## src/sv/voc_pkg.sv

```systemverilog
// Package: shared constants and the signature table of the voice file parser.
`timescale 1ns / 1ps

package voc_pkg;

  localparam logic [1:0] KIND_NONE   = 2'd0;
  localparam logic [1:0] KIND_SAMPLE = 2'd1;
  localparam logic [1:0] KIND_FINISH = 2'd2;
  localparam logic [1:0] KIND_BAD    = 2'd3;

  localparam int SIG_LEN   = 19;
  localparam int FIRST_BLK = 26;

  localparam logic [19:0] RATE_NUM  = 20'd1000000;
  localparam logic [19:0] RATE_INIT = 20'd22050;
  localparam logic [7:0]  PCM_BIAS  = 8'd128;

  localparam int OUT_DATA_W = 40;

  function automatic logic [7:0] sig_char(input logic [4:0] idx);
    logic [7:0] c;
    case (idx)
      5'd0:    c = 8'h43;
      5'd1:    c = 8'h72;
      5'd2:    c = 8'h65;
      5'd3:    c = 8'h61;
      5'd4:    c = 8'h74;
      5'd5:    c = 8'h69;
      5'd6:    c = 8'h76;
      5'd7:    c = 8'h65;
      5'd8:    c = 8'h20;
      5'd9:    c = 8'h56;
      5'd10:   c = 8'h6F;
      5'd11:   c = 8'h69;
      5'd12:   c = 8'h63;
      5'd13:   c = 8'h65;
      5'd14:   c = 8'h20;
      5'd15:   c = 8'h46;
      5'd16:   c = 8'h69;
      5'd17:   c = 8'h6C;
      5'd18:   c = 8'h65;
      default: c = 8'h00;
    endcase
    return c;
  endfunction

endpackage

```

## src/sv/voc_stream_parser.sv

```systemverilog
// Top level: byte-serial voice file parser with a bit-serial rate divider.
`timescale 1ns / 1ps
//
// Input channel s_*: one file byte per item in s_tdata[7:0]; s_tlast high marks end
// of file (the byte is then ignored), which emits the final item and rearms the parser.
// Output channel m_*: exactly one item per input item. m_tuser carries the kind
// (nothing, sample, finished, bad signature); m_tdata carries sample, rate and flags.
// Each item is accepted, then executed: the execute step writes the output register.
// The packing byte of a sound block first passes through the 20-step restoring
// divider, which computes 1000000/(256-r) one quotient bit per cycle.
// The parser takes no new byte before it is through with the last one: s_tready is high
// only while the sequencer is idle.
// One output register parts the channels: the next item is accepted while a result
// waits, and its execute step holds until m_tready frees the output register.
// Reset (rst, synchronous): parser returns to the signature check, rate 22050, no
// output pending.

module voc_stream_parser (
  input  logic        clk,
  input  logic        rst,
  input  logic        s_tvalid,
  output logic        s_tready,
  input  logic [7:0]  s_tdata,   // [7:0] byte_value
  input  logic        s_tlast,   // end_of_stream
  output logic        m_tvalid,
  input  logic        m_tready,
  output logic [39:0] m_tdata,   // [15:0] sample, [35:16] sample_rate, [36] compressed,
                                 // [37] has_samples, [39:38] zero
  output logic [1:0]  m_tuser    // [1:0] kind
);

  localparam logic [1:0] ST_IDLE = 2'd0;
  localparam logic [1:0] ST_DIV  = 2'd1;
  localparam logic [1:0] ST_EXEC = 2'd2;

  localparam logic [3:0] PH_SIG  = 4'd0;
  localparam logic [3:0] PH_HDR  = 4'd1;
  localparam logic [3:0] PH_TYPE = 4'd2;
  localparam logic [3:0] PH_SIZE = 4'd3;
  localparam logic [3:0] PH_RATE = 4'd4;
  localparam logic [3:0] PH_PACK = 4'd5;
  localparam logic [3:0] PH_DATA = 4'd6;
  localparam logic [3:0] PH_DONE = 4'd7;
  localparam logic [3:0] PH_BAD  = 4'd8;

  localparam logic [4:0] SIG_LAST = 5'(voc_pkg::SIG_LEN - 1);
  localparam logic [4:0] HDR_LAST = 5'(voc_pkg::FIRST_BLK - 1);
  localparam logic [4:0] DIV_LAST = 5'd19;

  logic [1:0]  st;
  logic [7:0]  in_byte;
  logic        in_eos;

  logic [3:0]  phase;
  logic [4:0]  header_index;
  logic [7:0]  block_type;
  logic [23:0] block_size;
  logic [23:0] bytes_left;
  logic [7:0]  rate_code;
  logic [19:0] current_rate;
  logic        compressed_seen;
  logic        samples_seen;
  logic        pcm_mode;

  logic [3:0]  phase_next;
  logic [4:0]  header_index_next;
  logic [7:0]  block_type_next;
  logic [23:0] block_size_next;
  logic [23:0] bytes_left_next;
  logic [7:0]  rate_code_next;
  logic [19:0] current_rate_next;
  logic        compressed_seen_next;
  logic        samples_seen_next;
  logic        pcm_mode_next;

  logic [1:0]  kind_next;
  logic [15:0] sample_next;
  logic        comp_next;
  logic        has_next;

  logic [8:0]  div_rem;
  logic [19:0] div_quo;
  logic [4:0]  div_cnt;
  logic [8:0]  divisor;
  logic [9:0]  trial;
  logic [9:0]  diff;
  logic        qbit;

  logic [23:0] size_merged;
  logic [23:0] data_len;
  logic [23:0] left_dec;
  logic        out_free;
  logic        exec_fire;

  assign s_tready  = (st == ST_IDLE);
  assign out_free  = !m_tvalid || m_tready;
  assign exec_fire = (st == ST_EXEC) && out_free;

  assign divisor = 9'd256 - {1'b0, rate_code};
  assign trial   = {div_rem, voc_pkg::RATE_NUM[div_cnt]};
  assign diff    = trial - {1'b0, divisor};
  assign qbit    = (trial >= {1'b0, divisor});

  always_ff @(posedge clk) begin
    if (rst) begin
      st <= ST_IDLE;
    end else begin
      case (st)
        ST_IDLE: begin
          if (s_tvalid) begin
            st <= (!s_tlast && phase == PH_PACK) ? ST_DIV : ST_EXEC;
          end
        end
        ST_DIV: begin
          if (div_cnt == 5'd0) begin
            st <= ST_EXEC;
          end
        end
        ST_EXEC: begin
          if (out_free) begin
            st <= ST_IDLE;
          end
        end
        default: st <= ST_IDLE;
      endcase
    end
  end

  always_ff @(posedge clk) begin
    if (s_tvalid && s_tready) begin
      in_byte <= s_tdata;
      in_eos  <= s_tlast;
      div_rem <= 9'd0;
      div_quo <= 20'd0;
      div_cnt <= DIV_LAST;
    end else if (st == ST_DIV) begin
      div_rem <= qbit ? diff[8:0] : trial[8:0];
      div_quo <= {div_quo[18:0], qbit};
      div_cnt <= div_cnt - 5'd1;
    end
  end

  always_comb begin
    case (header_index[1:0])
      2'd0:    size_merged = block_size | {16'd0, in_byte};
      2'd1:    size_merged = block_size | {8'd0, in_byte, 8'd0};
      default: size_merged = block_size | {in_byte, 16'd0};
    endcase
  end

  assign data_len = (block_size > 24'd2) ? block_size - 24'd2 : 24'd0;
  assign left_dec = (bytes_left != 24'd0) ? bytes_left - 24'd1 : 24'd0;

  always_comb begin
    phase_next           = phase;
    header_index_next    = header_index;
    block_type_next      = block_type;
    block_size_next      = block_size;
    bytes_left_next      = bytes_left;
    rate_code_next       = rate_code;
    current_rate_next    = current_rate;
    compressed_seen_next = compressed_seen;
    samples_seen_next    = samples_seen;
    pcm_mode_next        = pcm_mode;
    kind_next            = voc_pkg::KIND_NONE;
    sample_next          = 16'd0;
    comp_next            = 1'b0;
    has_next             = 1'b0;
    if (in_eos) begin
      if (phase == PH_SIG || phase == PH_BAD) begin
        kind_next = voc_pkg::KIND_BAD;
      end else begin
        kind_next = voc_pkg::KIND_FINISH;
        has_next  = samples_seen;
        comp_next = compressed_seen && !samples_seen;
      end
    end else begin
      case (phase)
        PH_SIG: begin
          if (in_byte == voc_pkg::sig_char(header_index)) begin
            header_index_next = header_index + 5'd1;
            if (header_index == SIG_LAST) begin
              phase_next = PH_HDR;
            end
          end else begin
            phase_next = PH_BAD;
          end
        end
        PH_HDR: begin
          if (header_index >= HDR_LAST) begin
            header_index_next = 5'd0;
            phase_next        = PH_TYPE;
          end else begin
            header_index_next = header_index + 5'd1;
          end
        end
        PH_TYPE: begin
          block_type_next   = in_byte;
          block_size_next   = 24'd0;
          header_index_next = 5'd0;
          phase_next        = PH_SIZE;
        end
        PH_SIZE: begin
          block_size_next   = size_merged;
          header_index_next = header_index + 5'd1;
          if (header_index >= 5'd2) begin
            header_index_next = 5'd0;
            if (size_merged == 24'd0 || block_type == 8'd0) begin
              phase_next = PH_DONE;
            end else if (block_type == 8'd1) begin
              phase_next = PH_RATE;
            end else begin
              if (block_type == 8'd2) begin
                compressed_seen_next = 1'b1;
              end
              bytes_left_next = size_merged;
              pcm_mode_next   = 1'b0;
              phase_next      = PH_DATA;
            end
          end
        end
        PH_RATE: begin
          rate_code_next = in_byte;
          phase_next     = PH_PACK;
        end
        PH_PACK: begin
          current_rate_next = div_quo;
          if (in_byte != 8'd0) begin
            compressed_seen_next = 1'b1;
          end
          bytes_left_next = data_len;
          pcm_mode_next   = (in_byte == 8'd0);
          phase_next      = (data_len == 24'd0) ? PH_TYPE : PH_DATA;
        end
        PH_DATA: begin
          if (pcm_mode) begin
            kind_next         = voc_pkg::KIND_SAMPLE;
            sample_next       = {in_byte ^ voc_pkg::PCM_BIAS, 8'd0};
            samples_seen_next = 1'b1;
          end
          bytes_left_next = left_dec;
          if (left_dec == 24'd0) begin
            phase_next = PH_TYPE;
          end
        end
        default: begin
        end
      endcase
    end
  end

  always_ff @(posedge clk) begin
    if (rst || (exec_fire && in_eos)) begin
      phase           <= PH_SIG;
      header_index    <= 5'd0;
      block_type      <= 8'd0;
      block_size      <= 24'd0;
      bytes_left      <= 24'd0;
      rate_code       <= 8'd0;
      current_rate    <= voc_pkg::RATE_INIT;
      compressed_seen <= 1'b0;
      samples_seen    <= 1'b0;
      pcm_mode        <= 1'b0;
    end else if (exec_fire) begin
      phase           <= phase_next;
      header_index    <= header_index_next;
      block_type      <= block_type_next;
      block_size      <= block_size_next;
      bytes_left      <= bytes_left_next;
      rate_code       <= rate_code_next;
      current_rate    <= current_rate_next;
      compressed_seen <= compressed_seen_next;
      samples_seen    <= samples_seen_next;
      pcm_mode        <= pcm_mode_next;
    end
  end

  always_ff @(posedge clk) begin
    if (rst) begin
      m_tvalid <= 1'b0;
    end else if (exec_fire) begin
      m_tvalid <= 1'b1;
    end else if (m_tready) begin
      m_tvalid <= 1'b0;
    end
  end

  always_ff @(posedge clk) begin
    if (exec_fire) begin
      m_tuser <= kind_next;
      m_tdata <= {2'b00, has_next, comp_next, current_rate_next, sample_next};
    end
  end

endmodule

```

## config.mk

```make
export PLATFORM = sky130hd
export DESIGN_NAME = voc_stream_parser
export DESIGN_NICKNAME = d
export VERILOG_FILES = /design/src/sv/voc_pkg.sv /design/src/sv/voc_stream_parser.sv
export SDC_FILE = /design/constraint.sdc
export NUM_CORES = 1
export LEC_CHECK = 0
export BUFFER_PORTS_ARGS = -buffer_cell sky130_fd_sc_hd__buf_2
export CORE_MARGIN = 2
export CORE_UTILIZATION = 60
export DETAILED_ROUTE_END_ITERATION = 8
export PLACE_DENSITY = 0.83
export SYNTH_ARGS = -nofsm -noshare
export SYNTH_HDL_FRONTEND = slang
export SYNTH_SLANG_ARGS = --single-unit
```

## constraint.sdc

```tcl
create_clock -name clk -period 3.51 [get_ports clk]
set_input_delay 0.1755 -clock clk [delete_from_list [all_inputs] [get_ports clk]]
set_output_delay 0.1755 -clock clk [all_outputs]
set_load 0.01 [all_outputs]
```

== After elaboration in Yosys (flattened, before gate mapping) ==
Memory sizes are Yosys's and may differ from the RTL's. A register that Yosys moved wholly into a read port is not among the register bits.
Cells that the tools add are included.
W data, S select, Z words.

* Logic and storage cells: 162
* Input port bits: 13
* Memories: 2
* Output and inout port bits: 44
* Register bits: 182
* Memory bits (read-only): 256

{| class="wikitable"
|+ Memory list
! memory !! words !! bits a word !! rd ports !! clocked after Yosys merged registers in !! wr ports !! RTL line !! RTL
|-
| (name not given) || 32 || 7 || 1 || 1 || 0 || voc_pkg.sv:22 || <nowiki>case (idx)</nowiki>
|-
| (name not given) || 32 || 1 || 1 || 1 || 0 || voc_stream_parser.sv:100 || <nowiki>assign trial = {div_rem, voc_pkg::RATE_NUM[div_cnt]};</nowiki>
|}

* Bitwise logic cells: 7
* Mux-type cells: 52
* Add/sub/neg operators: 6
* Reduce and logical (&&, ||, !) cells: 42
* Magnitude comparators: 5
* Equal/unequal tests: 26

{| class="wikitable"
|+ Operators by type and width
! cell !! number
|-
| $mux W24 || 5
|-
| $pmux W24 S2 || 2
|-
| $logic_not A24 Y1 || 3
|-
| $pmux W24 S3 || 1
|-
| $mux W20 || 2
|-
| $mux W5 || 7
|-
| $pmux W4 S7 || 1
|-
| $gt A24 B2 Y1 const B || 1
|-
| $or A24 B16 Y24 || 1
|-
| $or A24 B24 Y24 || 1
|-
| $or A24 B8 Y24 || 1
|-
| $reduce_bool A24 Y1 || 1
|-
| $sub A24 B1 Y24 const B || 1
|-
| $sub A24 B2 Y24 const B || 1
|-
| $mux W4 || 5
|-
| $pmux W5 S4 || 1
|-
| $ne A2 B2 Y1 const B || 9
|-
| $logic_not A8 Y1 || 2
|-
| $mux W8 || 2
|-
| $mux W1 || 14
|-
| $mux W2 || 7
|-
| $eq A4 B3 Y1 const B || 3
|-
| $reduce_and A3 Y1 || 4
|-
| $reduce_and A6 Y1 || 2
|-
| other kinds (40) || 61
|}

== Logic depth before layout (Yosys ltp) ==
* Depth after elaboration: 8
* Mapped depth: 14
* Mapped depth without buffers: 13

== Worst setup path before layout ==
OpenSTA, ideal clock, no wires.

* Path type: reg-to-reg
* Start: register rate_code[0]
* End: register div_rem[4]
* Library setup time: 0.131 ns
* Stages on the path, launching flop included: 15
* Arrival time: 2.880 ns
* Setup slack: 0.499 ns
* Path buffers: 1
* Data required time: 3.379 ns
* Clock period less this slack: 3.011 ns
* Cells stage by stage: dfxtp_1 > inv_1 > ha_1 > nand2_1 > or3_1 > or3_1 > ha_1 > nand4_1 > nor2_1 > a211o_1 > nor2_1 > clkbuf_1 > nor2_1 > a211oi_1 > nor3_1

* Word-level cells in the longest chain between the ends: 3
* Elaborated cells between the ends (all ways): 4
* Those cells by class: add/sub (2); order compare (1); mux (1)

{| class="wikitable"
|+ RTL lines
! what !! RTL line !! RTL
|-
| start, declared || voc_stream_parser.sv:59 || <nowiki>logic [7:0] rate_code;</nowiki>
|-
| start signal, assigned || voc_stream_parser.sv:270 || <nowiki>rate_code <= rate_code_next;</nowiki>
|-
| $sub A9 B8 Y9 (*) || voc_stream_parser.sv:99 || <nowiki>assign divisor = 9'd256 - {1'b0, rate_code};</nowiki>
|-
| $sub A9 B9 Y9 / $ge A10 B9 Y1 (equally long branches) || voc_stream_parser.sv:101, voc_stream_parser.sv:102 ||
|-
| $mux W9 (*) || voc_stream_parser.sv:137 || <nowiki>div_rem <= qbit ? diff[8:0] : trial[8:0];</nowiki>
|-
| end signal, assigned || voc_stream_parser.sv:137 ||
|-
| end, declared || voc_stream_parser.sv:81 || <nowiki>logic [8:0] div_rem;</nowiki>
|}

Every way passes the cells marked *; elsewhere a longest branch is shown, timed or not.
A chain may end at the register's enable or synchronous reset.

== Worst setup path in the final report ==
* Start: register header_index[1]
* End: register bytes_left[23]

* Word-level cells in the longest chain between the ends: 6
* Elaborated cells between the ends (all ways): 13
* Those cells by class: order compare (1); eq/ne (3); mux (5); reduce/logical (4)

{| class="wikitable"
|+ RTL lines
! what !! RTL line !! RTL
|-
| start, declared || voc_stream_parser.sv:55 || <nowiki>logic [4:0] header_index;</nowiki>
|-
| start signal, assigned || voc_stream_parser.sv:266 || <nowiki>header_index <= header_index_next;</nowiki>
|-
| $eq A2 B1 Y1 / $logic_not A2 Y1 (equally long branches) || voc_stream_parser.sv:144 || <nowiki>case (header_index[1:0])</nowiki>
|-
| $pmux W24 S2 || voc_stream_parser.sv:144 ||
|-
| $logic_not A24 Y1 / $mux W24 (equally long branches) || voc_stream_parser.sv:208, voc_stream_parser.sv:210 ||
|-
| $logic_or A1 B1 Y1 / $mux W24 (equally long branches) || voc_stream_parser.sv:208 || <nowiki>if (size_merged == 24'd0 || block_type == 8'd0) begin</nowiki>
|-
| $ne A2 B2 Y1 (no source line) / $mux W24 (equally long branches) || n/a ||
|-
| $reduce_and A6 Y1 (no source line) / $pmux W24 S3 (equally long branches) || n/a ||
|-
| end signal, assigned || voc_stream_parser.sv:269 || <nowiki>bytes_left <= bytes_left_next;</nowiki>
|-
| end, declared || voc_stream_parser.sv:58 || <nowiki>logic [23:0] bytes_left;</nowiki>
|}

Several ways; a longest one is shown, not always the timed one. The select of a mux whose other input is x is not followed.

==> results.py <==
metrics = {
    "clock_tree": {
        "cts_tree": "done",
        "cts_root_buf": "clkbuf_16",
        "insertion_delay_ns": 0.44,
        "htreeDepth": 4,
        "cts_made_buffers": 17,
        "clkTransAtPathRegs_ns": 0.08,
        "cts.sinks": 182,
        "clockBufferDepth": 2,
    },
    "finish": {
        "multi_input_area_mm2": 0.005311,
        "areaGrowthSynthToFinish_pct": 12.73,
        "nNetsFinal": 1236,
        "antenna_cells": 0,
        "fin_util": 0.6942,
        "fill_cells": 1239,
        "seqCellArea_mm2": 0.004054,
        "drive_gt1_frac": 0.1397,
    },
    "logic_synthesis": {
        "synth-edff-count": 41,
        "synth.yosys.seq_area_share": 0.4129,
        "yosysTopAreaCellShare": 0.2875,
        "synth.distinct_cells": 82,
        "synth-warning-count": 0,
        "async_reset_ff_frac": 0,
        "netlist_top_cells_area": "dfxtp_1 29%, edfxtp_1 13%, a21oi_1 5.7%",
        "ys_ff_latch": 182,
        "ys_top_cells_by_count": "141 x dfxtp_1, 140 x nand2_1, 121 x nor2_1",
        "syn_area_mm2": 0.009817,
        "synth_cells": 1157,
        "syn-mean-instance-area_um2": 8.485,
        "ys.flop_type": "dfxtp_1",
        "synth_top_area_cell": "dfxtp_1",
        "yosysMostFrequentCell": "dfxtp_1",
    },
    "floorplan": {
        "dieArea_mm2": 0.01740,
        "die_x_um": 131.9,
        "num_rows": 46,
        "ios": 57,
        "start_util": 0.6158,
        "core_mm2": 0.01594,
        "die_h_um": 131.9,
    },
    "flow_run": {
        "cap_violations": 0,
    },
    "detailed_routing": {
        "drtIter0Drc": 1211,
        "wl_um": 27190,
        "first_pass_iters": 5,
        "via_per_inst": 6.316,
        "postRouteAntennaNets": 0,
        "wl_per_cell_um": 19.07,
        "drc_errors": 0,
        "vias": 9006,
    },
    "sta": {
        "rsz0062_at_grt": "no",
        "finalCritPeriodShare": 0.9329,
        "fin_crit_ns": 3.275,
        "final_max_slew_viol_count": 0,
        "hold_violations": 0,
        "setup-violations-final": 0,
        "finClkSkew_ns": 0.009377,
        "tightest_slew_ns": 0.9859,
        "relSlewSlack": 0.3377,
        "fmax_mhz": 305.4,
        "setup_tns_ns": 0,
    },
    "placement": {
        "gp_congestion": 0.9846,
        "hpwl_um": 18680,
        "io_buffers": 46,
    },
    "global_route": {
        "grt_use_total": 0.3085,
        "grt_pass1_wl_um": 43230,
        "grt_antenna_before_repair": 0,
        "grt_pass1_vias": 8207,
        "grt_max_degree": 54,
        "grt.overflow.total": 0,
    },
    "pwr": {
        "max-vdd-ir-drop_v": 0.0003531,
        "p_leak_uw": 0.004302,
        "power_density_mw_per_mm2": 437.2,
    },
    "critical_path": {
        "reg2reg_depth": 10,
        "required_ns": 3.84,
        "startpoint_type": "flop",
        "r2r-end": "bytes_left[23]",
        "r2r_setup_slack_ns": 0.24,
        "reg2reg_from": "header_index[1]",
        "path_max_fanout": 10,
        "critPathKind": "reg2reg",
        "cp-end-kind": "flop",
        "worstPathArrival_ns": 3.61,
    },
    "hold_path": {
        "min_to": "st[1]",
        "hold_start": "s_tvalid",
        "holdPathStages": 3,
        "worstHoldPathType": "in2reg",
    },
    "run_status": {
        "status": "finished, final reports clean",
    },
}
[registers in the layout (all words and copies together) (netlist names), named ones only]
signal / cells
block_type: 8
bytes_left: 24
pcm_mode: 1
div_rem: 9
trial: 1
in_eos: 1
block_size: 24
m_tdata: 30
samples_seen: 1
m_tuser: 2
st: 2
m_tvalid: 1
in_byte: 8
div_cnt: 5
div_quo: 20
rate_code: 8
header_index: 5
compressed_seen: 1
current_rate: 20
phase: 4
[per-stage QoR]
step	std cells	area [µm²]	hold WS (ns)	setup WS, ns	total power [µW]
2_1_floorplan	1166	9851	0.2446	0.4987	2687
3_3_place_gp	1384	10340	0.3518	0.3446	2844
3_5_place_dp	1384	10340	0.3536	0.3078	2852
4_1_cts	1426	11060	0.03629	0.2731	4833
5_1_grt	1426	11070	0.07628	0.04678	4993
6_report	1426	11070	0.03747	0.2354	4839
[how the worst max path moves through the flow]
stage                     endpoint  slack (ns)            start  depth (start not counted)
floorplan               div_rem[4]        0.50     rate_code[0]                         14
global placement    bytes_left[10]        0.34  header_index[1]                         10
detailed placement  bytes_left[22]        0.31  header_index[1]                         10
CTS                 bytes_left[23]        0.27  header_index[1]                         10
global route                  flop        0.05  header_index[1]                         13
finish              bytes_left[23]        0.24  header_index[1]                         10
[report_power, final]
group	total, µW	internal [µW]	switching, µW	leakage, µW
clock	2010	1040	967	0.000302
combinational	546	203	343	0.00247
sequential	2280	2220	64.8	0.00153
total	4840	3460	1380	0.00430
[layout by cell type (no fill, tap or decap), drive strengths merged, types with 17 or more instances in the layout]
| master | netlist | layout |
|---|---|---|
| mux2 | 22 | 22 |
| clkbuf | 61 | 17 |
| xor2 | 25 | 25 |
| nand2 | 140 | 140 |
| nor2 | 122 | 122 |
| buf | 26 | 89 |
| dfxtp | 141 | 141 |
| o21ai | 46 | 46 |
| ha | 25 | 25 |
| nand3 | 27 | 27 |
| a21oi | 113 | 113 |
| nor4 | 30 | 30 |
| nor3 | 36 | 36 |
| xnor2 | 17 | 17 |
| edfxtp | 41 | 41 |
| mux2i | 21 | 21 |
| inv | 37 | 47 |
[timing repair]
action                                  in CTS  in global routing
endpoints found under the setup margin       0                  4
resized for setup                            0                  2
hold buffers                                10                  0
setup buffers                                0                  0
hold endpoints to repair                    10                  0
[cells by family (layout without fill, tap and decap cells)]
group,after synthesis,count (layout),share of synthesized area
mux,43,43,0.04665
compound gates,289,289,0.1902
xor+xnor,42,42,0.03747
simple gates,449,449,0.2261
other cells,1,10,0.0003820
flops,182,182,0.4129
fa+ha+maj,26,26,0.03390
buf+inv,125,169,0.05238
[final cells by class]
class	instances	share of cell area
multi-input combinational	859	0.4799
tap	216	0.02442
sequential	182	0.3663
inverter	38	0.01289
timing repair buffer	99	0.06015
clock buffer	17	0.03844
clock inverter	15	0.01786
[routing by layer]
metal | GRT usage | vias to the layer above | wire [µm]
li1 | - | 4244 | -
met5 | 0 | - | 0
met2 | 0.4878 | 434 | 12440
met3 | 0.05729 | 62 | 2239
met1 | 0.4310 | 4266 | 11830
met4 | 0.09481 | 0 | 691
[critical path, cell delays in order, from the launching register on]
cell	delay [ns]
dfxtp_1	0.38
inv_1	0.13
ha_1	0.35
nor2_2	0.16
a22o_1	0.30
or4_1	0.52
or3_1	0.37
a21oi_1	0.29
nor3b_4	0.09
and2_1	0.31
a32o_1	0.28
No activity file was read; power rests on OpenSTA's default activity.
